[config.mk]
export PLATFORM = sky130hd
export DESIGN_NAME = battery_level_monitor
export DESIGN_NICKNAME = d
export VERILOG_FILES = /design/src/rtl/blm_pkg.sv /design/src/rtl/battery_level_monitor.sv
export SDC_FILE = /design/constraint.sdc
export NUM_CORES = 2
export LEC_CHECK = 0
export BUFFER_PORTS_ARGS = -buffer_cell sky130_fd_sc_hd__clkbuf_2
export CORE_UTILIZATION = 55
export CTS_BUF_LIST = sky130_fd_sc_hd__clkbuf_4 sky130_fd_sc_hd__clkbuf_8
export CTS_CLUSTER_DIAMETER = 60
export DETAILED_ROUTE_END_ITERATION = 8
export PLACE_DENSITY = 0.69
export SKIP_LAST_GASP = 1
export SLEW_MARGIN = 30
export SYNTH_ARGS = -nofsm -noshare
export SYNTH_HDL_FRONTEND = slang
export SYNTH_SLANG_ARGS = --single-unit
[constraint.sdc]
create_clock -name clk -period 13.86 [get_ports clk]
set_input_delay 2.079 -clock clk [delete_from_list [all_inputs] [get_ports clk]]
set_output_delay 2.079 -clock clk [all_outputs]
set_load 0.02 [all_outputs]
[src/rtl/blm_pkg.sv]
package blm_pkg;

  typedef enum logic [3:0] {
    ST_IDLE,
    ST_FILT,
    ST_CHK,
    ST_SCALE,
    ST_RECIP,
    ST_MV,
    ST_SEG,
    ST_DIV,
    ST_PUB
  } blm_state_t;

  // register indexes (paddr[3:2])
  localparam logic [1:0] REG_MIN_VALID = 2'd0;
  localparam logic [1:0] REG_MAX_VALID = 2'd1;
  localparam logic [1:0] REG_INTERVAL  = 2'd2;
  localparam logic [1:0] REG_CAL       = 2'd3;

  localparam logic [11:0] RST_MIN_VALID = 12'd1500;
  localparam logic [11:0] RST_MAX_VALID = 12'd2200;
  localparam logic [15:0] RST_INTERVAL  = 16'd1000;
  localparam logic [10:0] RST_CAL       = 11'd1000;

  localparam int CURVE_PTS = 9;
  localparam logic [12:0] CURVE_MV [CURVE_PTS] = '{
    13'd3300, 13'd3500, 13'd3600, 13'd3700, 13'd3800,
    13'd3900, 13'd4000, 13'd4100, 13'd4200
  };
  localparam logic [6:0] CURVE_PCT [CURVE_PTS] = '{
    7'd0, 7'd5, 7'd10, 7'd25, 7'd45, 7'd65, 7'd80, 7'd90, 7'd100
  };

  localparam logic [20:0] ROUND_Q8   = 21'd128;
  localparam logic [12:0] MV_LIMIT   = 13'd5000;
  localparam logic [12:0] STEP_MV    = 13'd10;
  localparam logic [6:0]  PCT_FULL   = 7'd100;
  // products at or above this give more than 5000 mV after /1000
  localparam logic [23:0] SAT_PROD   = 24'd5001000;
  // ceil(2^32 / 1000): exact floor division for products up to 6100805
  localparam logic [22:0] RECIP_1000 = 23'd4294968;
  // ceil(2^17 / 100): exact floor division for values up to 2000
  localparam logic [22:0] RECIP_100  = 23'd1311;
  localparam logic [12:0] WIDE_SPAN  = 13'd200;

endpackage

[src/rtl/battery_level_monitor.sv]
// An accepted word passes FILT, CHK, SCALE, RECIP, MV, SEG, DIV and PUB in order;
// a sample rejected by the interval check goes from FILT to PUB, one outside the
// valid window from CHK to PUB. Words are taken one at a time, only in IDLE, and PUB
// waits for out_tready. The single shared multiplier runs four times per valid sample (scale, /1000, curve, /100).
// Reset (synchronous, rst_n low): registers to their defaults, filter, timestamp
// and shown/current values to zero, no result pending.
module battery_level_monitor (
  input  logic        clk,
  input  logic        rst_n,
  // configuration port
  input  logic        cfg_psel,
  input  logic        cfg_penable,
  input  logic        cfg_pwrite,
  input  logic [3:0]  cfg_paddr,
  input  logic [31:0] cfg_pwdata,
  output logic [31:0] cfg_prdata,
  output logic        cfg_pready,
  // sample stream
  input  logic        in_tvalid,
  output logic        in_tready,
  input  logic [47:0] in_tdata,   // [11:0] sample_mv, [43:12] now_ms, [47:44] zero
  input  logic [0:0]  in_tuser,   // [0] initialize
  // result stream
  output logic        out_tvalid,
  input  logic        out_tready,
  output logic [23:0] out_tdata   // [0] accepted, [13:1] battery_mv,
                                  // [20:14] charge_percent, [21] battery_valid,
                                  // [22] changed, [23] zero
);

  blm_pkg::blm_state_t state_r, state_nxt;

  // config registers
  logic [11:0] min_valid_r, max_valid_r;
  logic [15:0] interval_r;
  logic [10:0] cal_r;

  // architectural state
  logic [19:0] filt_r;
  logic [31:0] last_time_r;
  logic [12:0] shown_mv_r, cur_mv_r;
  logic [6:0]  shown_pct_r, cur_pct_r;
  logic        shown_vld_r, cur_vld_r;

  // per-sample working registers
  logic [11:0] sample_r;
  logic [31:0] now_r;
  logic        init_r;
  logic        acc_r;
  logic [12:0] adc_r;
  logic        vld_r;
  logic [45:0] prod_r;
  logic        sat_r;
  logic [12:0] mv_r;
  logic [6:0]  base_r;
  logic        half_r;

  // result register
  logic        out_tvalid_r;
  logic [23:0] out_tdata_r;

  logic        cfg_wr;
  logic        in_acc;
  logic        pub_go;

  // shared multiplier
  logic [22:0] mul_a, mul_b;
  logic [45:0] mul_p;

  // filter / check
  logic        acc_c;
  logic [31:0] elapsed;
  logic [22:0] f7;
  logic [23:0] fsum;
  logic [19:0] filt_c;
  logic [20:0] rnd;
  logic [12:0] adc_c;
  logic        vld_c;

  // curve segment
  logic [3:0]  seg_k;
  logic [3:0]  seg_lo;
  logic [12:0] seg_off_w;
  logic [7:0]  seg_off;
  logic [6:0]  seg_pspan;
  logic [6:0]  seg_base;
  logic        seg_half;
  logic [11:0] div_x;

  // publish
  logic [4:0]  pct_q;
  logic [12:0] new_mv, res_mv, mv_diff;
  logic [6:0]  new_pct, res_pct;
  logic        res_vld;
  logic        chg;

  assign cfg_pready = 1'b1;
  assign cfg_wr     = cfg_psel & cfg_penable & cfg_pwrite & cfg_pready;
  assign in_acc     = in_tvalid & in_tready;
  assign pub_go     = !out_tvalid_r || out_tready;
  assign out_tvalid = out_tvalid_r;
  assign out_tdata  = out_tdata_r;
  assign mul_p      = mul_a * mul_b;

  always_comb begin
    case (cfg_paddr[3:2])
      blm_pkg::REG_MIN_VALID: cfg_prdata = {20'd0, min_valid_r};
      blm_pkg::REG_MAX_VALID: cfg_prdata = {20'd0, max_valid_r};
      blm_pkg::REG_INTERVAL:  cfg_prdata = {16'd0, interval_r};
      blm_pkg::REG_CAL:       cfg_prdata = {21'd0, cal_r};
      default:                cfg_prdata = 32'd0;
    endcase
  end

  // interval check (wrapping time) and filter update
  always_comb begin
    elapsed = now_r - last_time_r;
    acc_c   = init_r || (elapsed >= {16'd0, interval_r});
    f7      = {filt_r, 3'b000} - {3'b000, filt_r};
    fsum    = {1'b0, f7} + {4'd0, sample_r, 8'd0};
    if (init_r || (filt_r == 20'd0)) begin
      filt_c = {sample_r, 8'd0};
    end else begin
      filt_c = fsum[22:3];
    end
  end

  // rounding and valid window
  always_comb begin
    rnd   = {1'b0, filt_r} + blm_pkg::ROUND_Q8;
    adc_c = rnd[20:8];
    vld_c = (adc_c >= {1'b0, min_valid_r}) && (adc_c <= {1'b0, max_valid_r});
  end

  // discharge curve segment: first point at or above mv
  always_comb begin
    seg_k = 4'(blm_pkg::CURVE_PTS - 1);
    for (int k = blm_pkg::CURVE_PTS - 1; k >= 1; k--) begin
      if (mv_r <= blm_pkg::CURVE_MV[k]) begin
        seg_k = 4'(k);
      end
    end
    seg_lo    = seg_k - 4'd1;
    seg_off_w = mv_r - blm_pkg::CURVE_MV[seg_lo];
    if (mv_r <= blm_pkg::CURVE_MV[0]) begin
      seg_off   = 8'd0;
      seg_pspan = 7'd0;
      seg_base  = blm_pkg::CURVE_PCT[0];
      seg_half  = 1'b0;
    end else if (mv_r >= blm_pkg::CURVE_MV[blm_pkg::CURVE_PTS - 1]) begin
      seg_off   = 8'd0;
      seg_pspan = 7'd0;
      seg_base  = blm_pkg::PCT_FULL;
      seg_half  = 1'b0;
    end else begin
      seg_off   = seg_off_w[7:0];
      seg_pspan = blm_pkg::CURVE_PCT[seg_k] - blm_pkg::CURVE_PCT[seg_lo];
      seg_base  = blm_pkg::CURVE_PCT[seg_lo];
      seg_half  = (blm_pkg::CURVE_MV[seg_k] - blm_pkg::CURVE_MV[seg_lo])
                  == blm_pkg::WIDE_SPAN;
    end
  end

  // 200 mV segments: halve first, then share the /100 step
  assign div_x = half_r ? {1'b0, prod_r[11:1]} : prod_r[11:0];

  // publish decision
  always_comb begin
    pct_q   = prod_r[21:17];
    new_mv  = vld_r ? mv_r : 13'd0;
    new_pct = vld_r ? (base_r + {2'd0, pct_q}) : 7'd0;
    res_mv  = acc_r ? new_mv  : cur_mv_r;
    res_pct = acc_r ? new_pct : cur_pct_r;
    res_vld = acc_r ? vld_r   : cur_vld_r;
    mv_diff = (new_mv >= shown_mv_r) ? (new_mv - shown_mv_r) : (shown_mv_r - new_mv);
    chg     = acc_r && (init_r || (vld_r != shown_vld_r) || (new_pct != shown_pct_r) ||
                        (mv_diff >= blm_pkg::STEP_MV));
  end

  // sequencer: next state
  always_comb begin
    state_nxt = state_r;
    case (state_r)
      blm_pkg::ST_IDLE:  if (in_acc) state_nxt = blm_pkg::ST_FILT;
      blm_pkg::ST_FILT:  state_nxt = acc_c ? blm_pkg::ST_CHK : blm_pkg::ST_PUB;
      blm_pkg::ST_CHK:   state_nxt = vld_c ? blm_pkg::ST_SCALE : blm_pkg::ST_PUB;
      blm_pkg::ST_SCALE: state_nxt = blm_pkg::ST_RECIP;
      blm_pkg::ST_RECIP: state_nxt = blm_pkg::ST_MV;
      blm_pkg::ST_MV:    state_nxt = blm_pkg::ST_SEG;
      blm_pkg::ST_SEG:   state_nxt = blm_pkg::ST_DIV;
      blm_pkg::ST_DIV:   state_nxt = blm_pkg::ST_PUB;
      blm_pkg::ST_PUB:   if (pub_go) state_nxt = blm_pkg::ST_IDLE;
      default:           state_nxt = blm_pkg::ST_IDLE;
    endcase
  end

  // sequencer: outputs and multiplier operand select
  always_comb begin
    in_tready = 1'b0;
    mul_a     = 23'd0;
    mul_b     = 23'd0;
    case (state_r)
      blm_pkg::ST_IDLE: begin
        in_tready = rst_n;               // nothing taken while in reset
      end
      blm_pkg::ST_SCALE: begin
        mul_a = {10'd0, adc_r};
        mul_b = {11'd0, cal_r, 1'b0};    // divider doubling folded in
      end
      blm_pkg::ST_RECIP: begin
        mul_a = prod_r[22:0];
        mul_b = blm_pkg::RECIP_1000;
      end
      blm_pkg::ST_SEG: begin
        mul_a = {15'd0, seg_off};
        mul_b = {16'd0, seg_pspan};
      end
      blm_pkg::ST_DIV: begin
        mul_a = {11'd0, div_x};
        mul_b = blm_pkg::RECIP_100;
      end
      default: begin
        in_tready = 1'b0;
      end
    endcase
  end

  // control and architectural state
  always_ff @(posedge clk) begin
    if (!rst_n) begin
      state_r      <= blm_pkg::ST_IDLE;
      min_valid_r  <= blm_pkg::RST_MIN_VALID;
      max_valid_r  <= blm_pkg::RST_MAX_VALID;
      interval_r   <= blm_pkg::RST_INTERVAL;
      cal_r        <= blm_pkg::RST_CAL;
      filt_r       <= 20'd0;
      last_time_r  <= 32'd0;
      shown_mv_r   <= 13'd0;
      shown_pct_r  <= 7'd0;
      shown_vld_r  <= 1'b0;
      cur_mv_r     <= 13'd0;
      cur_pct_r    <= 7'd0;
      cur_vld_r    <= 1'b0;
      out_tvalid_r <= 1'b0;
    end else begin
      state_r <= state_nxt;
      if (cfg_wr) begin
        case (cfg_paddr[3:2])
          blm_pkg::REG_MIN_VALID: min_valid_r <= cfg_pwdata[11:0];
          blm_pkg::REG_MAX_VALID: max_valid_r <= cfg_pwdata[11:0];
          blm_pkg::REG_INTERVAL:  interval_r  <= cfg_pwdata[15:0];
          blm_pkg::REG_CAL:       cal_r       <= cfg_pwdata[10:0];
          default:                cal_r       <= cal_r;
        endcase
      end
      if ((state_r == blm_pkg::ST_FILT) && acc_c) begin
        filt_r      <= filt_c;
        last_time_r <= now_r;
      end
      if ((state_r == blm_pkg::ST_PUB) && pub_go) begin
        out_tvalid_r <= 1'b1;
        if (acc_r) begin
          cur_mv_r  <= new_mv;
          cur_pct_r <= new_pct;
          cur_vld_r <= vld_r;
        end
        if (chg) begin
          shown_mv_r  <= new_mv;
          shown_pct_r <= new_pct;
          shown_vld_r <= vld_r;
        end
      end else if (out_tvalid_r && out_tready) begin
        out_tvalid_r <= 1'b0;
      end
    end
  end

  // working registers, no reset needed
  always_ff @(posedge clk) begin
    if (in_acc) begin
      sample_r <= in_tdata[11:0];
      now_r    <= in_tdata[43:12];
      init_r   <= in_tuser[0];
    end
    case (state_r)
      blm_pkg::ST_FILT: begin
        acc_r <= acc_c;
      end
      blm_pkg::ST_CHK: begin
        adc_r <= adc_c;
        vld_r <= vld_c;
      end
      blm_pkg::ST_SCALE: begin
        prod_r <= mul_p;
      end
      blm_pkg::ST_RECIP: begin
        sat_r  <= prod_r[23:0] >= blm_pkg::SAT_PROD;
        prod_r <= mul_p;
      end
      blm_pkg::ST_MV: begin
        mv_r <= sat_r ? blm_pkg::MV_LIMIT : prod_r[44:32];
      end
      blm_pkg::ST_SEG: begin
        base_r <= seg_base;
        half_r <= seg_half;
        prod_r <= mul_p;
      end
      blm_pkg::ST_DIV: begin
        prod_r <= mul_p;
      end
      blm_pkg::ST_PUB: begin
        if (pub_go) begin
          out_tdata_r <= {1'b0, chg, res_vld, res_pct, res_mv, acc_r};
        end
      end
      default: begin
        acc_r <= acc_r;
      end
    endcase
  end

endmodule

[Yosys cells after proc, flatten, opt, wreduce, memory -nomap -nowiden]
Memories as Yosys holds them, arrays and structs flattened.
Index checks and enable logic that the tools add are counted.
Word-level totals
  word-level logic and storage cells: 145
  output and inout bits: 59
  bits of input ports: 92
  bits in read-only memories: 640
  memories: 4
  register bits: 300
Memory list
  (no name shown): depth 16, bits a word 13, read ports 1, clocked after memory_dff 0, wr ports 0, line battery_level_monitor.sv:159  | seg_half = (blm_pkg::CURVE_MV[seg_k] - blm_pkg::CURVE_MV[seg_lo])
  (no name shown): depth 16, bits a word 13, read ports 1, clocked after memory_dff 0, wr ports 0, line battery_level_monitor.sv:159
  (no name shown): depth 16, bits a word 7, read ports 1, clocked after memory_dff 0, wr ports 0, line battery_level_monitor.sv:158  | seg_base = blm_pkg::CURVE_PCT[seg_lo];
  (no name shown): depth 16, bits a word 7, read ports 1, clocked after memory_dff 0, wr ports 0, line battery_level_monitor.sv:157  | seg_pspan = blm_pkg::CURVE_PCT[seg_k] - blm_pkg::CURVE_PCT[seg_lo];
Cells by class
  reductions and logical operators: 25
  multiplexer cells: 39
  multipliers: 1
  bitwise gates (word level): 5
  equality and inequality tests: 16
  order comparisons: 17
  add/sub/neg operators: 11
Operator list (number)
  case mux 23 bit (4 select lines): 2
  case mux 32 bit (4 select lines): 1
  <= comparator 13 x 12 -> 1 bit, second input constant: 7
  two-way mux 13 bit: 7
  two-way mux 7 bit: 9
  multiplier 23 x 23 -> 45 bit: 1
  two-way mux 4 bit: 11
  subtractor 13 bit: 3
  case mux 4 bit (9 select lines): 1
  >= comparator 32 x 16 -> 1 bit: 1
  subtractor 32 bit: 1
  >= comparator 24 x 23 -> 1 bit, second input constant: 1
  adder 23 x 20 -> 23 bit: 1
  subtractor 23 x 20 -> 23 bit: 1
  adder 20 x 8 -> 21 bit, second input constant: 1
  zero test 20 bit: 1
  two-way mux 20 bit: 1
  == test 4 x 3 -> 1 bit, second input constant: 4
  two-way mux 8 bit: 2
  AND reduction 2 bit: 7
  == test 13 x 8 -> 1 bit, second input constant: 1
  >= comparator 13 x 12 -> 1 bit: 1
  >= comparator 13 bit: 1
  >= comparator 13 bit, second input constant: 1
  28 further kinds: 47

[Logic depth before layout (Yosys ltp)]
  depth in word-level cells: 18
  mapped depth: 51
  gate-level depth less buffers: 49

[Least setup slack after synthesis]
Ideal clock, no wire load.
  path kind: register to register
  from: register mv_r[6]
  to: register prod_r[42], data pin
  slack: 2.592 ns
  period minus slack after synthesis: 11.268 ns
  buffers on the path: 3
  required time: 13.601 ns
  stages on the path, launching flop included: 49
  arrival: 11.009 ns
  library setup time: 0.259 ns
  path through: edfxtp_1 -> clkbuf_1 -> or4b_1 -> nor3_1 -> a21boi_0 -> o22ai_1 -> nand2b_1 -> ha_1 -> nand2_1 -> or4_1 -> nand2_1 -> clkbuf_1 -> nor2_1 -> ha_1 -> fa_1 -> nor2b_1 -> o21ai_0 -> nand2b_1 -> [13 not listed] -> fa_1 -> inv_1 -> fa_1 -> inv_1 -> fa_1 -> inv_1 -> fa_1 -> inv_1 -> ha_1 -> a21oi_1 -> o21ai_0 -> a22oi_1 -> o41ai_1 -> and3_1 -> o41ai_1 -> o22ai_1 -> o41a_1 -> xor2_1
On the way
  word-level cells in the longest chain between the ends: 18
  elaborated cells on any way between the ends: 37
  those cells by class: add/sub (3); mul (1); order compare (9); mux (19); bitwise (2); memory (3)
Ends and longest elaborated chain
  from (decl): line battery_level_monitor.sv:54  | logic [12:0] mv_r;
  from (signal assigned): line battery_level_monitor.sv:301  | mv_r <= sat_r ? blm_pkg::MV_LIMIT : prod_r[44:32];
  <= comparator 13 bit: line battery_level_monitor.sv:139  | if (mv_r <= blm_pkg::CURVE_MV[k]) begin
  two-way mux 4 bit (7 in a row): line battery_level_monitor.sv:139
  subtractor 4 x 1 -> 4 bit: line battery_level_monitor.sv:143  | seg_lo = seg_k - 4'd1;
  NOT 4 -> 5 bit (not written as such): line battery_level_monitor.sv:144, battery_level_monitor.sv:157
  memory (16 x 13 bit) or memory (16 x 7 bit) (tied branches)
  two-way mux 13 bit or two-way mux 7 bit (tied branches) (2 in a row)
  subtractor 8 bit or subtractor 7 bit (tied branches): line battery_level_monitor.sv:144, battery_level_monitor.sv:157
  two-way mux 8 bit or two-way mux 7 bit (tied branches): line battery_level_monitor.sv:150  | end else if (mv_r >= blm_pkg::CURVE_MV[blm_pkg::CURVE_PTS - 1]) begin
  two-way mux 8 bit or two-way mux 7 bit (tied branches): line battery_level_monitor.sv:145  | if (mv_r <= blm_pkg::CURVE_MV[0]) begin
  case mux 23 bit (4 select lines): line battery_level_monitor.sv:202  | case (state_r)
  multiplier 23 x 23 -> 45 bit *: line battery_level_monitor.sv:103  | assign mul_p = mul_a * mul_b;
  via mul_p[42]: line battery_level_monitor.sv:68  | logic [45:0] mul_p;
  to (signal assigned): line battery_level_monitor.sv:294  | prod_r <= mul_p;
  to (signal assigned): line battery_level_monitor.sv:298  | prod_r <= mul_p;
  to (signal assigned): line battery_level_monitor.sv:306  | prod_r <= mul_p;
  to (decl): line battery_level_monitor.sv:52  | logic [45:0] prod_r;
Mark *: on every way through the listed nets, which the timed path passes. The rest lies on a longest branch. The select of a mux whose other input is x is not followed.
A chain may end at the register's enable or synchronous reset.

[Worst setup path after layout]
  from: register mv_r[3]
  to: register prod_r[42], data pin
Same word-level chain as after synthesis.

==> reports/metrics.csv <==
metric,value,unit
status,completed,
min Tclk post-route,13.09,ns
Syn Area/Cell,8.98,µm²
largest net degree at the start of global routing,80,
pre-CTS setup slack,0.787,ns
H-Tree Depth,2,
Post-synth EDFFs,142,
Die ar.,57700,µm²
fin. max-slew vios,0,
hold buffer count at CTS,0,
DPL Wire Length,60800,µm
Final Util,60.9,%
"Clk pin slew, worst setup/hold paths",0.06,ns
clk buf depth,3,
"Seq/Total Area, Yosys",23.3,%
asr flop ratio synth,0,%
"Power, Total",2.90,mW
setup bufs post-CTS,0,
Antenna Nets Post-Route,0,
Die H,240,µm
critical path arrival,13.46,ns
cts bufs inserted,50,
final hold vios,0,
crit path kind,reg -> reg,
CP required,14.23,ns
vias,24200,
final wirelength,76600,µm
period utilisation layout,94.5,%
CP endpoint kind,flop,
crit start category,flop,
root buffer cell,clkbuf_8,
nets,4367,
Syn Inst Count,3475,
grt ovf,0,
leakage,15.8,nW
number of max-cap violations,0,
drt wl/cell,17.4,µm
first-pass GRT wire length,124000,µm
critical path's most frequent cell,fa_1,
RSZ-0062 raised after global routing,no,
number of warnings issued by yosys,0,
Fin Clk Skew,0.0284,ns
Mapped Area,31200,µm²
Post-route DRC,0,
core area,55500,µm²
"most common cell after layout, fill and taps aside",inv_1,
I/O Buffers,110,
#FFs+latches synth,292,
vias per inst,5.48,
first drt pass iteration count,5,
Die Width,240,µm
Initial Utilization,56.2,%
highest routed layer,met4,
Worst Hold Slack,0.456,ns
Slew headroom,33.1,%
DRT iter0 DRCs,1627,
hold crit path type,reg -> reg,
final number of setup-violating endpoints,0,
Cell variety after synth,94,
DR WL met2,34700,µm
initial antenna violation count,1,
"Primary FF master, synth",dfxtp_1,
Pwr Density,85.9,nW/µm²
cell at the slowest stage of the critical path,o41ai_1,
number of global-route vias before repair,23700,
latest clock arrival within the worst-skew pair,0.64,ns
WL met3,4370,µm
CTS sink cnt,292,
most frequent cells in the layout,"inv_1, ha_1, nand2_1",
Post-Route M1 WL,35300,µm
layout cells sized above 1,8.53,%
CP peak stage delay,0.77,ns
Layout area overhead,8.30,%
crit-path max FO,13,
fmax,76.4,MHz
setup ws final,0.768,ns
Max IR drop VDD,0.105,mV
measured slew at the worst slew-check pin,0.997,ns
CTS tree,built,
GRT Total Usage,27.3,%
num ports,151,
Row Count,86,
RePlAce Congestion,0.931,
setup tns final,0,ns
==> synthesized netlist by cell type (all sizes together) (22+ instances only) <==
master | instances | area (µm²)
xnor2 | 66 | 578
nor2 | 172 | 648
nand2 | 374 | 1400
o21ai | 126 | 634
xor2 | 34 | 298
buf | 50 | 320
edfxtp | 142 | 4260
and3 | 26 | 168
ha | 380 | 4750
a21o | 71 | 533
and2 | 36 | 225
a21oi | 193 | 970
clkbuf | 90 | 338
dfxtp | 150 | 3000
inv | 611 | 2290
o211ai | 31 | 233
mux2 | 26 | 293
nor3 | 43 | 215
nor2b | 44 | 275
a211oi | 35 | 275
nand4 | 22 | 138
a31oi | 23 | 144
mux2i | 71 | 711
nand3 | 96 | 480
nand2b | 34 | 213
fa | 278 | 5570
o21a | 25 | 188
==> layer usage <==
layer  up-vias  global-route usage [%]
met1     11600                    38.0
met2       588                    43.5
met3       113                    4.45
li1      11800                       -
met5         -                       0
met4         0                    8.36
==> per-stage QoR <==
| step | std cells | area (µm²) |
|---|---|---|
| 2_1_floorplan | 3562 | 31500 |
| 3_3_place_gp | 4312 | 32600 |
| 3_5_place_dp | 4313 | 32700 |
| 4_1_cts | 4407 | 33800 |
| 5_1_grt | 4408 | 33800 |
| 6_report | 4408 | 33800 |
==> repair_timing <==
item                                   4_1_cts  5_1_grt
setup endpoints to repair                    0        1
gates resized for setup                      0        1
endpoints found under the hold margin        0        0
==> flip-flops by register name, indices dropped and copies added (netlist names), 4 cells and up <==
register / flops
interval_r: 16
cur_pct_r: 7
cal_r: 11
shown_pct_r: 7
min_valid_r: 12
adc_r: 13
sample_r: 12
now_r: 32
filt_r: 20
cur_mv_r: 13
mv_r: 13
out_tdata: 23
last_time_r: 32
state_r: 4
prod_r: 37
shown_mv_r: 13
max_valid_r: 12
base_r: 7
==> final cells by class <==
type                            count  area [µm²]
Timing Repair Buffer              143         796
Inverter                          611        2290
Sequential cell                   292        7270
Multi-Input combinational cell   2519       21400
Tap cell                          748         936
Clock buffer                       77         935
Clock inverter                     17         174
Antenna cell                        1        2.50
Fill cell                        4949       21700
==> cell families (layout without fill, tap and decap cells) <==
kind of cell	count (synthesis)	in the layout	synth area share [%]
xor gates and xnor gates	100	100	2.81
adders and majority gates	658	658	33.1
buffers and inverters	751	848	9.46
other	2	90	0.0241
DFF	292	292	23.3
AOI/OAI and AO/OA	633	633	13.3
muxes	108	108	4.01
and+or+nand+nor	931	931	14.0
==> worst max-delay path: cells and delay by family (launching register included) <==
kind / cells / cell delay, ns
adder cells (fa/ha/maj): 10 / 4.43
AO/OA/AOI/OAI: 14 / 3.97
AND/OR/NAND/NOR: 11 / 2.88
flip-flops: 1 / 0.54
buffers and inverters: 6 / 0.52
XOR/XNOR: 3 / 0.50
==> power by group <==
part	internal, mW	switching (mW)	total (mW)
registers	0.945	0.0264	0.971
clock network	0.503	0.372	0.875
logic	0.439	0.618	1.06
==> path summary, 6_finish.rpt <==
path | startpoint | end | slack (ns) | cells after the start
max | mv_r[3] | prod_r[42] | 0.77 | 44
min | shown_mv_r[12] | shown_mv_r[12] | 0.46 | 2
max reg2reg | mv_r[3] | prod_r[42] | 0.77 | 44
min reg2reg | shown_mv_r[12] | shown_mv_r[12] | 0.46 | 2
(Power assumes the default switching activity.)
